## config.mk

```make
export PLATFORM = sky130hd
export DESIGN_NAME = grnq_div
export DESIGN_NICKNAME = d
export VERILOG_FILES = /design/src/rtl/grnq_pkg.sv /design/src/rtl/grnq_div.sv
export SDC_FILE = /design/constraint.sdc
export NUM_CORES = 1
export LEC_CHECK = 0
export ABC_AREA = 0
export ABC_CLOCK_PERIOD_IN_PS = 9100
export CAP_MARGIN = 20
export CORE_MARGIN = 8
export CORE_UTILIZATION = 35
export CTS_BUF_LIST = sky130_fd_sc_hd__clkbuf_16
export DETAILED_ROUTE_END_ITERATION = 8
export DONT_BUFFER_PORTS = 1
export SLEW_MARGIN = 40
export SYNTH_ARGS = -nofsm -noshare
export SYNTH_HDL_FRONTEND = slang
export SYNTH_SLANG_ARGS = --single-unit
export TNS_END_PERCENT = 20
```

## constraint.sdc

```tcl
create_clock -name clk_i -period 9.1 [get_ports clk_i]
set_input_delay 1.82 -clock clk_i [delete_from_list [all_inputs] [get_ports clk_i]]
set_output_delay 1.82 -clock clk_i [all_outputs]
set_load 0.1 [all_outputs]
```

## src/rtl/grnq_pkg.sv

```systemverilog
package grnq_pkg;

  localparam int ActionW    = 2;
  localparam int PosW       = 32;
  localparam int CellSizeW  = 31;
  localparam int IndexW     = 6;
  localparam int KeyW       = 21;
  localparam int DivW       = 33;

  localparam logic [CellSizeW-1:0] CellSizeMin   = 31'd7;
  localparam logic [CellSizeW-1:0] CellSizeReset = 31'd65536;

  localparam logic [ActionW-1:0] ActClear = 2'd0;
  localparam logic [ActionW-1:0] ActLoad  = 2'd1;
  localparam logic [ActionW-1:0] ActQuery = 2'd2;

  typedef struct packed {
    logic                 start;
    logic                 neg;
    logic [DivW-1:0]      mag;
    logic [CellSizeW-1:0] divisor;
  } div_req_t;

endpackage

```

## src/rtl/grnq_div.sv

```systemverilog
module grnq_div (
  input  logic                        clk_i,
  input  logic                        rst_ni,
  input  grnq_pkg::div_req_t          req_i,
  output logic                        done_o,
  output logic [grnq_pkg::DivW-1:0]   quot_o
);
  import grnq_pkg::*;

  logic                 busy_q;
  logic                 done_q;
  logic [5:0]           cnt_q;
  logic [DivW-1:0]      dvd_q;
  logic [31:0]          rem_q;
  logic                 neg_q;
  logic [CellSizeW-1:0] dsr_q;
  logic [31:0]          rem_sh;
  logic                 ge;

  assign rem_sh = {rem_q[30:0], dvd_q[DivW-1]};
  assign ge     = rem_sh >= {1'b0, dsr_q};

  always_ff @(posedge clk_i or negedge rst_ni) begin
    if (!rst_ni) begin
      busy_q <= 1'b0;
      done_q <= 1'b0;
      cnt_q  <= '0;
    end else begin
      done_q <= 1'b0;
      if (req_i.start) begin
        busy_q <= 1'b1;
        cnt_q  <= 6'(DivW);
      end else if (busy_q) begin
        cnt_q <= cnt_q - 6'd1;
        if (cnt_q == 6'd1) begin
          busy_q <= 1'b0;
          done_q <= 1'b1;
        end
      end
    end
  end

  always_ff @(posedge clk_i) begin
    if (req_i.start) begin
      dvd_q <= req_i.mag;
      rem_q <= '0;
      neg_q <= req_i.neg;
      dsr_q <= req_i.divisor;
    end else if (busy_q) begin
      rem_q <= ge ? (rem_sh - {1'b0, dsr_q}) : rem_sh;
      dvd_q <= {dvd_q[DivW-2:0], ge};
    end
  end

  assign done_o = done_q;
  assign quot_o = neg_q ? ((rem_q != '0) ? ~dvd_q : (~dvd_q + 33'd1)) : dvd_q;

endmodule

```

== Word level (Yosys, flattened, before mapping) ==
Cells that the tools add are included.
Cells by class
  $add $sub $neg: 3
  $lt $le $gt $ge: 1
  eq/ne operators: 1
  mux-type cells: 13
  bitwise gates (word level): 1
  reduce and logical (&&, ||, !) cells: 2
Operators by type and width (count)
  33-bit 2-to-1 mux: 4
  33-bit by 1-bit adder with 33-bit output, second input constant: 1
  33-bit NOT: 1
  32-bit by 31-bit greater-or-equal comparator with 1-bit output: 1
  32-bit 2-to-1 mux: 1
  32-bit nonzero test: 1
  32-bit by 31-bit subtractor with 32-bit output: 1
  6-bit 2-to-1 mux: 2
  6-bit by 1-bit equality test with 1-bit output, second input constant: 1
  1-bit 2-to-1 mux: 6
  6-bit by 1-bit subtractor with 6-bit output, second input constant: 1
  2-bit nonzero test: 1
Storage, ports and cells
  bits in registers: 105
  bits of input ports: 68
  output and inout bits: 34

== Logic depth before layout (Yosys ltp) ==
  word-level depth: 4
  gate-level depth with buffers: 14
  gate-level depth less buffers: 12

== Worst setup path after synthesis ==
Ideal clock, no wire load.
  path kind: flip-flop to output port
  start point: register dvd_q[14]
  end point: output port quot_o[28] in the netlist's numbering
  arrival: 3.732 ns
  data required time: 7.280 ns
  path slack: 3.548 ns
  cell stages (with the launch flop): 8
  path through: edfxtp_1 > or4_4 > or4_4 > or3_4 > or3_4 > or4_4 > o31ai_1 > xnor2_1
Between the ends
  longest elaborated chain between the ends: 4
RTL lines
  from (decl): RTL line grnq_div.sv:13  | logic [DivW-1:0] dvd_q;
  from (signal assigned): RTL line grnq_div.sv:45  | dvd_q <= req_i.mag;
  from (signal assigned): RTL line grnq_div.sv:51  | dvd_q <= {dvd_q[DivW-2:0], ge};
  33-bit NOT: RTL line grnq_div.sv:56  | assign quot_o = neg_q ? ((rem_q != '0) ? ~dvd_q : (~dvd_q + 33'd1)) : dvd_q;
  33-bit by 1-bit adder with 33-bit output: RTL line grnq_div.sv:56
  33-bit 2-to-1 mux (2 in a row): RTL line grnq_div.sv:56
  to (decl): RTL line grnq_div.sv:6  | output logic [grnq_pkg::DivW-1:0] quot_o
No other way between the ends.

== Worst setup path after layout ==
  start point: register dvd_q[13]
  end point: output port quot_o[28] in the netlist's numbering
The elaborated chain is that of the path after synthesis.

==> impl_metrics.json <==
{
  "status": "complete, no violations",
  "ys_types": 55,
  "cts_sinks": 105,
  "cts_buffers": 9,
  "critPathSlowestCell": "or4_4",
  "finalCriticalPeriod_ns": 5.89,
  "track_usage_pct": 13.9,
  "avgSynthCellArea_um2": 9.64,
  "initial_core_util_pct": 35.5,
  "finalHoldViolations": 0,
  "yosysTopAreaCell": "edfxtp_1",
  "postCtsSetupBuffers": 0,
  "power.density_nw_per_um2": 271,
  "grt_pass1_vias": 4944,
  "avgRoutedWirePerCell_um": 17.8,
  "cts_tree": "done",
  "drive_above_1_share_pct": 14.5,
  "wirelength_um": 16400,
  "clock_latency_ns": 0.35,
  "pin_count": 102,
  "ys_ff_latch": 105,
  "synthTopCellsByArea": "edfxtp_1, dfxtp_1, ha_1",
  "final_util_pct": 41.7,
  "crit_top_cell": "or4_4",
  "netlist_area_um2": 6650,
  "synth_top_area_share_pct": 29.4,
  "cts_resized": 0,
  "drtIter0Drc": 351,
  "path_class": "reg2out",
  "drtPass1Iterations": 5,
  "cts_hold_buf": 0,
  "clock_power_share_pct": 17.3,
  "clockBufferDepth": 2,
  "swShare_pct": 47.8,
  "post_drt_via_cell_ratio": 5.52,
  "fin_crit_sh_pct": 64.7,
  "arrival_ns": 4.07,
  "nets": 781,
  "r2r_cells": 12,
  "setup_ws_ns": 3.21,
  "internal_power_w": 0.00110,
  "relSlewSlack_pct": 45.2,
  "core-area_um2": 18700,
  "slowest_delay_ns": 0.58,
  "die_y_um": 154,
  "hpwl_um": 11800,
  "min_path_cells": 2,
  "yosys_warnings": 0,
  "end_kind": "output port",
  "synthTopCellsByCount": "edfxtp_1, nor2_1, nand2_1",
  "fillCellCount": 1759,
  "seq_area_frac_synth_pct": 42.0,
  "fin_setup_tns_ns": 0,
  "total_power_w": 0.00211,
  "min-delay-path-class": "reg2reg",
  "cp_cell_sequence": "or4_4 -> or4_4 -> or3_4 -> or3_4 -> or4_4 -> o31ai_1 -> xnor2_4",
  "row_count": 50,
  "finalSetupViolations": 0,
  "ant_nets": 0,
  "syn_nets": 793,
  "postSynthCellCount": 690,
  "synth-edff-count": 65,
  "clkSlewWorstSetupHoldPaths_ns": 0.08,
  "grt_pass1_wl_um": 26600,
  "power_frac_comb_pct": 49.0,
  "grt_max_degree": 99,
  "rsz0062_at_grt": "false",
  "place_congestion": 0.834,
  "ir_drop_uv": 99.4,
  "power_leakage_nw": 3.19,
  "crit_fanout": 5,
  "async_reset_ff_share_pct": 7.62,
  "area_growth_syn_to_layout_pct": 17.4,
  "yosysMostFrequentCell": "edfxtp_1",
  "maxCapViolCount": 0,
  "drc": 0,
  "h-tree-depth": 3,
  "die_area_um2": 23700,
  "overflow": 0,
  "vias": 5066,
  "power_frac_seq_pct": 33.7,
  "switchingPower_w": 0.00101,
  "skew_ns": 0.00821,
  "critPathLaunchType": "flip-flop",
  "worst_pin_slew_ns": 0.811,
  "post-place-ws_ns": 3.44,
  "slew_viol_final": 0,
  "ys.flop_type": "edfxtp_1",
  "crit_required_ns": 7.28,
  "fmax_mhz": 170,
  "antenna_found_initial": 1,
  "cts-root-buf": "clkbuf_16",
  "die_w_um": 154,
  "port_buffers": 0
}
cell families after synthesis:
group / share of synthesized area [%]
mux: 7.04
simple gates: 14.6
flops: 42.0
buf+inv: 4.20
compound gates: 17.2
xor+xnor: 8.30
fa+ha+maj: 6.70
cell usage in the layout, fill, tap and decap left out, types with 6 or more instances in the layout:
master | Yosys | final
mux2i_1 | 13 | 13
a21o_1 | 17 | 17
nor4_1 | 11 | 11
xnor2_1 | 47 | 16
ha_1 | 34 | 34
inv_1 | 45 | 46
clkbuf_16 | 0 | 10
a21oi_1 | 46 | 46
or3_1 | 7 | 7
mux2_2 | 30 | 30
a211oi_1 | 22 | 22
edfxtp_1 | 65 | 65
o31ai_1 | 13 | 13
nor3_1 | 6 | 6
dfrtp_1 | 8 | 7
dfxtp_1 | 32 | 32
o21ai_0 | 38 | 38
nand2b_1 | 11 | 11
xor2_1 | 16 | 15
xnor2_4 | 0 | 30
nand2_1 | 50 | 50
nor2_1 | 59 | 59
nand3_1 | 10 | 10
worst max-delay path: cells and delay by family (launching register included):
kind             cells  cell delay (ns)
AND/OR/NAND/NOR      5             2.32
XOR/XNOR             1             0.36
AO/OA/AOI/OAI        1             0.51
flip-flops           1             0.52
power groups by stage:
stage	Sequential (W)	Combinational, W	Clock [W]
floorplan	0.000667	0.000810	0
global placement	0.000698	0.000970	0
detailed placement	0.000721	0.00104	0
CTS	0.000710	0.00104	0.000382
global route	0.000727	0.00110	0.000397
finish	0.000712	0.00103	0.000366
registers in the layout (all words and copies together), names as in the netlist:
signal  cells
dvd_q      33
rem_q      32
dsr_q      31
cnt_q       6
busy_q      1
done_o      1
neg_q       1
metal layers:
| metal | GRT usage (%) | routed length, um |
|---|---|---|
| met5 | 0 | 0 |
| met4 | 4.11 | 250 |
| met3 | 3.00 | 746 |
| met2 | 22.8 | 7760 |
| met1 | 18.2 | 7620 |
per-stage QoR:
step / hold slack (ns) / cells / cell area [um2]
floorplan: 0.470 / 690 / 6650
global route: 0.540 / 918 / 7800
global placement: 0.483 / 900 / 7130
finish: 0.507 / 918 / 7800
detailed placement: 0.496 / 901 / 7510
CTS: 0.509 / 917 / 7770
final timing paths:
path / start / to / slack, ns
max: dvd_q[13]$_DFFE_PP_ / quot_o[28] / 3.21
min: rem_q[2]$_SDFFE_PP0P_ / rem_q[2]$_SDFFE_PP0P_ / 0.51
max reg2reg: dvd_q[32]$_DFFE_PP_ / rem_q[9]$_SDFFE_PP0P_ / 5.69
min reg2reg: rem_q[2]$_SDFFE_PP0P_ / rem_q[2]$_SDFFE_PP0P_ / 0.51
max in group asynchronous: rst_ni / done_o$_DFF_PN0_ / 7.87
min in group asynchronous: rst_ni / cnt_q[0]$_DFFE_PN0P_ / 1.15
cell type report:
cell class | instances | area, um2 | share of cell area [%]
inverters | 45 | 169 | 2.16
flip-flops and latches | 105 | 2790 | 35.8
diodes | 1 | 2.50 | 0.0321
repair buffers | 6 | 70.1 | 0.898
multi-input cells | 511 | 4210 | 54.0
well taps | 234 | 293 | 3.75
clock buffers | 9 | 225 | 2.89
clock inverters | 7 | 38.8 | 0.497
(Power assumes the default switching activity.)
